==> config.mk <==
export PLATFORM = sky130hd
export DESIGN_NAME = mi3_queue
export DESIGN_NICKNAME = d
export VERILOG_FILES = /design/src/rtl/assert_macros.svh /design/src/rtl/mi3_pkg.sv /design/src/rtl/mi3_queue.sv
export SDC_FILE = /design/constraint.sdc
export NUM_CORES = 1
export LEC_CHECK = 0
export BUFFER_PORTS_ARGS = -buffer_cell sky130_fd_sc_hd__buf_2
export CAP_MARGIN = 10
export CELL_PAD_IN_SITES_DETAIL_PLACEMENT = 1
export CELL_PAD_IN_SITES_GLOBAL_PLACEMENT = 1
export CORE_MARGIN = 2
export CORE_UTILIZATION = 31
export DETAILED_ROUTE_END_ITERATION = 16
export MAX_ROUTING_LAYER = met4
export PLACE_DENSITY = 0.58
export RECOVER_POWER = 50
export SETUP_SLACK_MARGIN = 0.4
export SYNTH_ARGS = -nofsm -noshare
export SYNTH_HDL_FRONTEND = slang
export SYNTH_SLANG_ARGS = --single-unit
==> constraint.sdc <==
create_clock -name i_clk -period 17.8 [get_ports i_clk]
set_input_delay 3.56 -clock i_clk [delete_from_list [all_inputs] [get_ports i_clk]]
set_output_delay 3.56 -clock i_clk [all_outputs]
set_load 0.05 [all_outputs]
==> src/rtl/assert_macros.svh <==
// assertion macros shared by the rtl
// no dependencies; compiled out when SYNTHESIS is defined
`ifndef ASSERT_MACROS_SVH
`define ASSERT_MACROS_SVH
`ifndef SYNTHESIS
`define ASSERT_ALWAYS(label, clk, rst_n, expr) \
    label: assert property (@(posedge clk) disable iff (!rst_n) (expr)) \
        else $error("assertion failed");
`define ASSERT_IMPLIES(label, clk, rst_n, ante, cons) \
    label: assert property (@(posedge clk) disable iff (!rst_n) (ante) |-> (cons)) \
        else $error("assertion failed");
`else
`define ASSERT_ALWAYS(label, clk, rst_n, expr)
`define ASSERT_IMPLIES(label, clk, rst_n, ante, cons)
`endif
`endif

==> src/rtl/mi3_pkg.sv <==
// types, widths and divider step functions for the 3x3 inverse
// no dependencies
`default_nettype none
package mi3_pkg;
    localparam int IN_FRAC_BITS  = 12;
    localparam int OUT_FRAC_BITS = 16;
    localparam int FRAC_SHIFT    = IN_FRAC_BITS + OUT_FRAC_BITS;
    localparam int IN_W          = 16;
    localparam int OUT_W         = 32;
    localparam int PROD_W        = 2 * IN_W;
    localparam int COF_W         = PROD_W + 1;
    localparam int MAG_W         = COF_W - 1;
    localparam int DET_W         = IN_W + COF_W;
    localparam int DEN_W         = DET_W - 1;
    localparam int REM_W         = DEN_W + 1;
    localparam int NLO_W         = OUT_W - FRAC_SHIFT;
    localparam int N_ENT         = 9;
    localparam int DIV_STEPS     = OUT_W;
    localparam int FQ_DEPTH      = 4;
    localparam int FQ_AW         = $clog2(FQ_DEPTH);

    typedef struct packed {
        logic signed [IN_W-1:0] m00;
        logic signed [IN_W-1:0] m01;
        logic signed [IN_W-1:0] m02;
        logic signed [IN_W-1:0] m10;
        logic signed [IN_W-1:0] m11;
        logic signed [IN_W-1:0] m12;
        logic signed [IN_W-1:0] m20;
        logic signed [IN_W-1:0] m21;
        logic signed [IN_W-1:0] m22;
    } t_in;

    typedef struct packed {
        logic signed [OUT_W-1:0] inv00;
        logic signed [OUT_W-1:0] inv01;
        logic signed [OUT_W-1:0] inv02;
        logic signed [OUT_W-1:0] inv10;
        logic signed [OUT_W-1:0] inv11;
        logic signed [OUT_W-1:0] inv12;
        logic signed [OUT_W-1:0] inv20;
        logic signed [OUT_W-1:0] inv21;
        logic signed [OUT_W-1:0] inv22;
        logic                    singular;
        logic                    saturated;
    } t_out;

    typedef struct packed {
        logic [N_ENT-1:0][MAG_W-1:0] mag;
        logic [N_ENT-1:0]            neg;
        logic [DEN_W-1:0]            den;
        logic                        sing;
    } t_fq;

    typedef struct packed {
        logic [REM_W-1:0] rem;
        logic [OUT_W-1:0] quo;
        logic [NLO_W-1:0] nlo;
        logic             neg;
        logic             big;
    } t_lane;

    typedef struct packed {
        t_lane [N_ENT-1:0] lane;
        logic [DEN_W-1:0]  den;
        logic              sing;
    } t_bstage;

    function automatic t_lane div_load(logic [MAG_W-1:0] mag, logic neg,
                                       logic [DEN_W-1:0] den);
        t_lane l;
        l.rem = REM_W'(mag[MAG_W-1:NLO_W]);
        l.big = (l.rem >= REM_W'(den));
        l.quo = '0;
        l.nlo = mag[NLO_W-1:0];
        l.neg = neg;
        return l;
    endfunction

    function automatic t_lane div_step(t_lane li, logic [DEN_W-1:0] den);
        t_lane            l;
        logic [REM_W-1:0] t;
        l = li;
        t = {li.rem[REM_W-2:0], li.nlo[NLO_W-1]};
        if (t >= REM_W'(den)) begin
            l.rem = t - REM_W'(den);
            l.quo = {li.quo[OUT_W-2:0], 1'b1};
        end else begin
            l.rem = t;
            l.quo = {li.quo[OUT_W-2:0], 1'b0};
        end
        l.nlo = {li.nlo[NLO_W-2:0], 1'b0};
        return l;
    endfunction
endpackage
`default_nettype wire

==> src/rtl/mi3_queue.sv <==
// short queue between front and back ends
// depends on mi3_pkg
`default_nettype none
module mi3_queue (
    input  wire          i_clk,
    input  wire          i_rst_n,
    input  wire          i_push,
    input  mi3_pkg::t_fq i_entry,
    output logic         o_full,
    input  wire          i_pop,
    output logic         o_empty,
    output mi3_pkg::t_fq o_entry
);
    mi3_pkg::t_fq                r_mem [mi3_pkg::FQ_DEPTH];
    logic [mi3_pkg::FQ_AW-1:0]   r_wp, r_rp;
    logic [mi3_pkg::FQ_AW:0]     r_cnt;

    assign o_full  = (r_cnt == (mi3_pkg::FQ_AW + 1)'(mi3_pkg::FQ_DEPTH));
    assign o_empty = (r_cnt == '0);
    assign o_entry = r_mem[r_rp];

    always_ff @(posedge i_clk) begin
        if (i_push) begin
            r_mem[r_wp] <= i_entry;
        end
    end

    always_ff @(posedge i_clk) begin
        if (!i_rst_n) begin
            r_wp  <= '0;
            r_rp  <= '0;
            r_cnt <= '0;
        end else begin
            if (i_push) begin
                r_wp <= r_wp + 1'b1;
            end
            if (i_pop) begin
                r_rp <= r_rp + 1'b1;
            end
            if (i_push && !i_pop) begin
                r_cnt <= r_cnt + 1'b1;
            end else if (!i_push && i_pop) begin
                r_cnt <= r_cnt - 1'b1;
            end
        end
    end
endmodule
`default_nettype wire

==> flow_summary_export.csv, run 1 <==
group,metric,value,unit
power_and_ir_drop,netSwitchingFraction,26.5,%
clock_network,post-cts-setup-buffers,0,
placement,postPlaceCellArea,0.0563,mm2
timing,fin_skew,46.2,ps
grt,grt_pass1_wl,176,mm
die,fp-row-count,148,
synth,netlist_instances,1850,
clock_network,clock_latency,800,ps
worst_setup_path,reg2reg_depth,5,
grt,antenna_found_initial,36,
worst_setup_path,cpPeakStageDelay,3710,ps
synth,synthDistinctLibCells,21,
grt,grt_pass1_vias,25200,
worst_setup_path,reg2reg_setup_slack,10350,ps
clock_network,cts.htree.levels,4,
worst_setup_path,cp_common_cell,"buf_4",
drt,dr_total_vias,22700,
power_and_ir_drop,p_int,5820,uW
synth,syn_nets,2206,
die,dieWidth,408,um
synth,ys.flop_type,"edfxtp_1",
timing,fin_setup_tns,0,ps
worst_setup_path,endpoint_kind,"flop",
run_status,status,"finished with violations",
clock_network,ctsLongestPathBuffers,3,
power_and_ir_drop,p_comb_share,13.5,%
timing,finalCritPeriodShare,56.4,%
clock_network,cts_tree,"yes",
timing,worst_slew_margin_rel,-245,%
grt,grt_usage,14.8,%
worst_setup_path,crit_slowest_cell,"and2_0",
timing,slew_violations,179,
worst_hold_path,whs_endpoint,"r_cnt[2]$_SDFFE_PN0P_",
die,start_util,31.2,%
clock_network,root_buffer,"clkbuf_16",
worst_setup_path,crit_fanout,66,
synth,synth_xor_area_share,0.0864,%
layout,post-route-util,37.4,%
clock_network,cts_buffers,150,
clock_network,path_clk_slew,60,ps
synth,netlist.area_leader.share,82.0,%
synth,synthesis.area,0.0507,mm2
worst_setup_path,crit_family,"simple AND/OR/NAND/NOR gates",
worst_setup_path,path_buf_inv,4,
layout,fin_area,0.0607,mm2
drt,postRouteAntennaNets,0,
worst_setup_path,crit_chain,"clkbuf_1, and2_0, buf_4, buf_4, buf_4",
placement,routabilityCongestion,0.804,
drt,wl,119,mm
synth,synth_top_family_by_area,"multiplexers",
synth,ys_ff_latch,1393,
run_status,violations,"max-capacitance violations, max-slew violations",
drt,post-route-drc-count,0,
synth,seq_area_frac_synth,82.3,%
synth,async_reset_ff_share,0,%
placement,io_buffers,697,
power_and_ir_drop,seqPwrFrac,48.2,%
worst_hold_path,worstHoldPathCells,2,
run,max_cap_violations,4,
drt,via_per_inst,4.57,
worst_setup_path,criticalPathCategory,"in -> reg",
timing,fmax,0.0996,GHz
synth,synthAdderAreaFrac,0.163,%
timing,period_needed,10040,ps
drt,firstDrtPassIters,5,
worst_setup_path,r2r_end,"r_mem[3][20]$_DFFE_PP_",
power_and_ir_drop,vdd_drop_max,0.0000922,V
timing,setup_violations,0,
layout,drive_gt1_share,33.5,%
drt,wire_per_inst,24.0,um
die,core-area,0.163,mm2
power_and_ir_drop,p_leak,0.0191,uW
clock_network,cts.sinks,1393,
timing,rsz0062_at_grt,"false",
die,die_h,408,um
timing,whs,556,ps
synth,yosysWarnings,0,
die,dieArea,0.167,mm2
worst_setup_path,r2r_start,"r_wp[0]$_SDFFE_PN0P_",
timing,tightest_slew,5170,ps
clock_network,postCtsHoldBufs,0,
synth,synth_edf_count,1384,
die,num_io_pins,698,
worst_hold_path,holdCritPathClass,"reg -> reg",
synth,yosysMostFrequentCell,"edfxtp_1",
layout,nNetsFinal,3005,
synth,synth_compound_gate_area_share,0.0247,%
synth,synthMuxAreaShare,15.4,%
grt,grt_max_degree,139,
grt,grt-ovfl-total,0,
synth,synth_top_cell_by_area,"edfxtp_1",
synth,syn_avg_cell_area,27.4,um2
placement,dp_hpwl,75.8,mm
worst_setup_path,cp.arrival,10420,ps
synth,synth.area.top_cells,"edfxtp_1, mux4_2, buf_12",
power_and_ir_drop,powerDensity,130,mW/mm2
power_and_ir_drop,p_clk_share,38.3,%
clock_network,cts_resized,0,
timing,hold_violations,0,
layout,areaGrowthSynthToFinish,19.8,%
worst_hold_path,min_from,"r_cnt[2]$_SDFFE_PN0P_",
worst_setup_path,worstSetupStartpointType,"primary input",
drt,drtIter0Drc,1434,
worst_setup_path,critPathRequiredTime,18190,ps
synth,synthSimpleGateAreaFrac,0.180,%
synth,ys_top_cells_by_count,"edfxtp_1, mux4_2, buf_2",
power_and_ir_drop,p_sw,2100,uW
## per-stage QoR
step / total power (uW) / setup slack (ps) / std cells
after CTS: 8050 / 8900 / 4941
after detailed placement: 4980 / 9810 / 4672
after global routing: 8190 / 7110 / 4972
after floorplan: 4730 / 5700 / 1850
after global placement: 4960 / 9900 / 4672
final: 7920 / 7760 / 4972
## kinds of logic (layout without fill, tap and decap cells)
| family | after synthesis | after routing |
|---|---|---|
| other | 0 | 31 |
| DFF | 1393 | 1393 |
| adders and majority gates | 6 | 6 |
| buffers and inverters | 81 | 997 |
| and+or+nand+nor | 15 | 15 |
| AOI/OAI and AO/OA | 2 | 2 |
| muxes | 348 | 348 |
| xor gates and xnor gates | 5 | 5 |
## cell type report
class | count | area, um2
Tap cell | 2175 | 2720
Fill cell | 15900 | 102000
Inverter | 4 | 15.0
Multi-Input combinational cell | 376 | 8040
Clock inverter | 85 | 877
Antenna cell | 31 | 77.6
Sequential cell | 1393 | 41700
Clock buffer | 184 | 3950
Timing Repair Buffer | 724 | 3320
## cell usage in the layout (no fill, tap or decap), types with 7 or more instances in the layout
cell,synthesis,final
diode_2,0,31
clkinv_1,0,35
buf_2,35,349
bufinv_16,0,12
dfxtp_1,9,7
clkinvlp_4,0,9
mux4_2,346,346
clkbuf_1,3,379
edfxtp_1,1384,1384
clkinv_2,0,13
and2_0,0,9
buf_4,0,22
clkbuf_16,0,153
## per-layer routing
layer / part of all wire [%] / global-route usage (%) / vias up
met1: 38 / 16.8 / 12100
met5: 0 / - / -
met2: 51 / 23.9 / 730
met3: 8.4 / 5.51 / 188
met4: 2.7 / 5.13 / 0
li1: - / - / 9729
## power by group through the flow
stage | sequential, uW | clock (uW) | combinational, uW
after floorplan | 3920 | 0 | 809
after global placement | 3880 | 0 | 1080
after detailed placement | 3890 | 0 | 1090
after CTS | 3820 | 3130 | 1100
after global routing | 3830 | 3240 | 1120
final | 3820 | 3030 | 1070
## registers in the layout (all words and copies together), names as in the netlist, named ones only
name,flops
r_mem,1384
r_cnt,3
r_rp,2
r_wp,2
## tightest hold or removal path: cells and delay by family (launching register included)
family	cells	cell delay, ps
compound gates	2	170
flops	1	330
## how the worst max path moves through the flow
stage	slack (ps)	end	depth (start not counted)	from
finish	7760	r_mem[3][20]$_DFFE_PP_	5	i_push
global route	7110	r_mem[3][67]$_DFFE_PP_	5	i_push
CTS	8900	o_entry[83]	5	flop
detailed placement	9810	o_entry[83]	5	flop
global placement	9900	o_entry[340]	5	flop
floorplan	5700	r_mem[0][0]$_DFFE_PP_	1	i_push
No activity file was read; power rests on OpenSTA's default activity.
==> inputs of run 2 (changes only) <==
- ABC_AREA: not set -> 1
- PLACE_DENSITY: 0.58 -> 0.6
- clock period: 17.8 -> 9.4 ns (I/O delays scaled with it)
==> flow_summary_export.csv, run 2 <==
group,metric,value,unit
synth,ys_top_cells_by_count,"edfxtp_1, o21ai_0, nor2_1",
worst_hold_path,min_from,"r_rp[1]$_SDFFE_PN0P_",
die,start_util,31.2,%
layout,fill_cells,17500,
run_status,violations,"max-capacitance violations, max-slew violations",
clock_network,post-cts-setup-buffers,0,
grt,grt_pass1_wl,208,mm
clock_network,cts.htree.levels,4,
timing,slew_violations,98,
layout,drive_gt1_share,16.9,%
timing,fin_setup_tns,0,ps
worst_setup_path,r2r_end,"r_mem[1][169]$_DFFE_PP_",
worst_setup_path,cp_common_cell,"clkbuf_1",
die,num_io_pins,698,
synth,synthesis.area,0.0521,mm2
die,die_h,414,um
clock_network,clock_latency,800,ps
timing,worst_slew_margin_rel,-247,%
grt,grt_max_degree,341,
die,core-area,0.167,mm2
synth,ys.flop_type,"edfxtp_1",
layout,final_cells,6415,
layout,final-seq-area,0.0417,mm2
synth,netlist.area_leader.share,79.8,%
drt,wire_per_inst,22.5,um
grt,grt-ovfl-total,0,
synth,synth_top_cell_by_area,"edfxtp_1",
drt,post-route-drc-count,0,
layout,multi_input_area,0.00903,mm2
layout,largestRegisters,"r_mem (1384), r_cnt (3)",
placement,routabilityCongestion,0.760,
timing,hold_violations,0,
power_and_ir_drop,powerDensity,239,mW/mm2
worst_setup_path,reg2reg_setup_slack,3230,ps
die,fp-row-count,150,
synth,netlist_instances,3403,
timing,fmax,0.144,GHz
clock_network,path_clk_slew,60,ps
clock_network,cts_tree,"yes",
placement,dp_hpwl,85.1,mm
synth,seq_area_frac_synth,80.1,%
drt,via_per_inst,4.87,
grt,grt_usage,16.7,%
power_and_ir_drop,vdd_drop_max,0.000185,V
worst_setup_path,cpPeakStageDelay,3610,ps
layout,final_common_cell,"edfxtp_1",
layout,largest_reg_flops,1384,
timing,period_needed,6960,ps
placement,io_buffers,697,
worst_setup_path,crit_slowest_cell,"clkbuf_1",
grt,grt_pass1_vias,31800,
worst_hold_path,worstHoldPathCells,1,
layout,areaGrowthSynthToFinish,18.9,%
drt,firstDrtPassIters,7,
drt,postRouteAntennaNets,0,
synth,synth_edf_count,1384,
worst_setup_path,reg2reg_depth,6,
drt,drtIter0Drc,2014,
timing,setup_violations,0,
worst_setup_path,cp.arrival,7360,ps
worst_setup_path,criticalPathCategory,"in -> reg",
clock_network,ctsLongestPathBuffers,3,
synth,syn_avg_cell_area,15.3,um2
grt,antenna_found_initial,52,
timing,worst_slack,2440,ps
synth,synthDistinctLibCells,23,
synth,syn_nets,3759,
run_status,status,"finished with violations",
timing,fin_skew,28.7,ps
clock_network,postCtsHoldBufs,0,
synth,yosysMostFrequentCell,"edfxtp_1",
drt,dr_total_vias,31200,
timing,tightest_slew,5210,ps
layout,nNetsFinal,4414,
clock_network,cts_buffers,153,
timing,finalCritPeriodShare,74.0,%
worst_setup_path,r2r_start,"r_wp[1]$_SDFFE_PN0P_",
placement,dp.cells,6107,
synth,async_reset_ff_share,0,%
synth,ys_ff_latch,1393,
layout,top_register,"r_mem",
synth,yosysWarnings,0,
worst_hold_path,holdCritPathClass,"reg -> reg",
layout,final_cell_mix,"edfxtp_1, o21ai_0, nor2_1",
power_and_ir_drop,fin_total_pwr,14800,uW
drt,wl,144,mm
worst_setup_path,crit_fanout,107,
worst_setup_path,worstSetupStartpointType,"primary input",
run,max_cap_violations,2,
power_and_ir_drop,p_leak,0.0201,uW
clock_network,cts_resized,0,
clock_network,cts.sinks,1393,
die,dieWidth,414,um
worst_setup_path,critPathRequiredTime,9800,ps
timing,rsz0062_at_grt,"false",
die,dieArea,0.171,mm2
worst_setup_path,crit_chain,"clkbuf_1, nand2_1, clkinvlp_2, clkbuf_1, buf_12",
clock_network,root_buffer,"clkbuf_16",
placement,pre_cts_slack,4130,ps
worst_setup_path,endpoint_kind,"flop",
synth,synth.area.top_cells,"edfxtp_1, o21ai_0, nor2_1",
==> run 2: cell count changes after synthesis, moves of 25 or more <==
cell | before | now
o21ai_0 | 1 | 697
nor2_1 | 0 | 657
mux4_2 | 346 | 0
o22ai_1 | 0 | 266
clkbuf_1 | 3 | 106
o22ai_2 | 0 | 80
buf_2 | 35 | 80
nor2_2 | 0 | 40
buf_12 | 33 | 0
buf_6 | 6 | 31
==> run 2: how the worst max path moves through the flow <==
stage	endpoint	depth (start not counted)	from
6_report	r_mem[1][169]$_DFFE_PP_	5	i_push
5_1_grt	r_mem[1][169]$_DFFE_PP_	5	i_push
2_1_floorplan	r_mem[0][0]$_DFFE_PP_	2	i_push
3_3_place_gp	o_entry[157]	5	flop
3_5_place_dp	o_entry[157]	5	flop
4_1_cts	o_entry[158]	5	flop
==> run 2: layer usage <==
metal,track usage (%),share of wire [%],up-vias
met1,19.1,40,15900
li1,-,-,14300
met2,27.4,50,717
met4,6.83,3.8,0
met3,4.91,6.1,256
met5,-,0,-
==> run 2: final cells by class <==
class / instances / area share, %
inverter: 17 / 0.166
timing repair buffer: 729 / 5.59
sequential: 1393 / 67.4
multi-input combinational: 1764 / 14.6
tap: 2204 / 4.45
clock inverter: 79 / 1.13
antenna: 38 / 0.153
clock buffer: 191 / 6.55
==> run 2: cell families after synthesis <==
family / share of synthesized area, %
flip-flops: 80.1
buffers and inverters: 2.54
AND/OR/NAND/NOR: 5.32
AO/OA/AOI/OAI: 11.9
adder cells (fa/ha/maj): 0.159
==> run 2: through the flow <==
| step | instance area [um2] | hold slack, ps | utilization, % |
|---|---|---|---|
| after global placement | 57600 | 430 | 34.5 |
| after floorplan | 52100 | 412 | - |
| after global routing | 62000 | 484 | 37.1 |
| after CTS | 62300 | 444 | 37.3 |
| final | 62000 | 448 | 37.1 |
| after detailed placement | 57600 | 427 | 34.5 |
==> run 2: worst max-delay path, delay by kind of cell <==
kind / cells / cell delay (ps)
simple gates: 1 / 110
buf+inv: 4 / 4940
==> run 2: power breakdown <==
part / internal (uW) / switching (uW) / total, uW / leakage (uW)
logic: 372 / 1550 / 1920 / 0.00504
registers: 7120 / 66.7 / 7180 / 0.0128
clock network: 3290 / 2440 / 5720 / 0.00232
total: 10800 / 4060 / 14800 / 0.0201
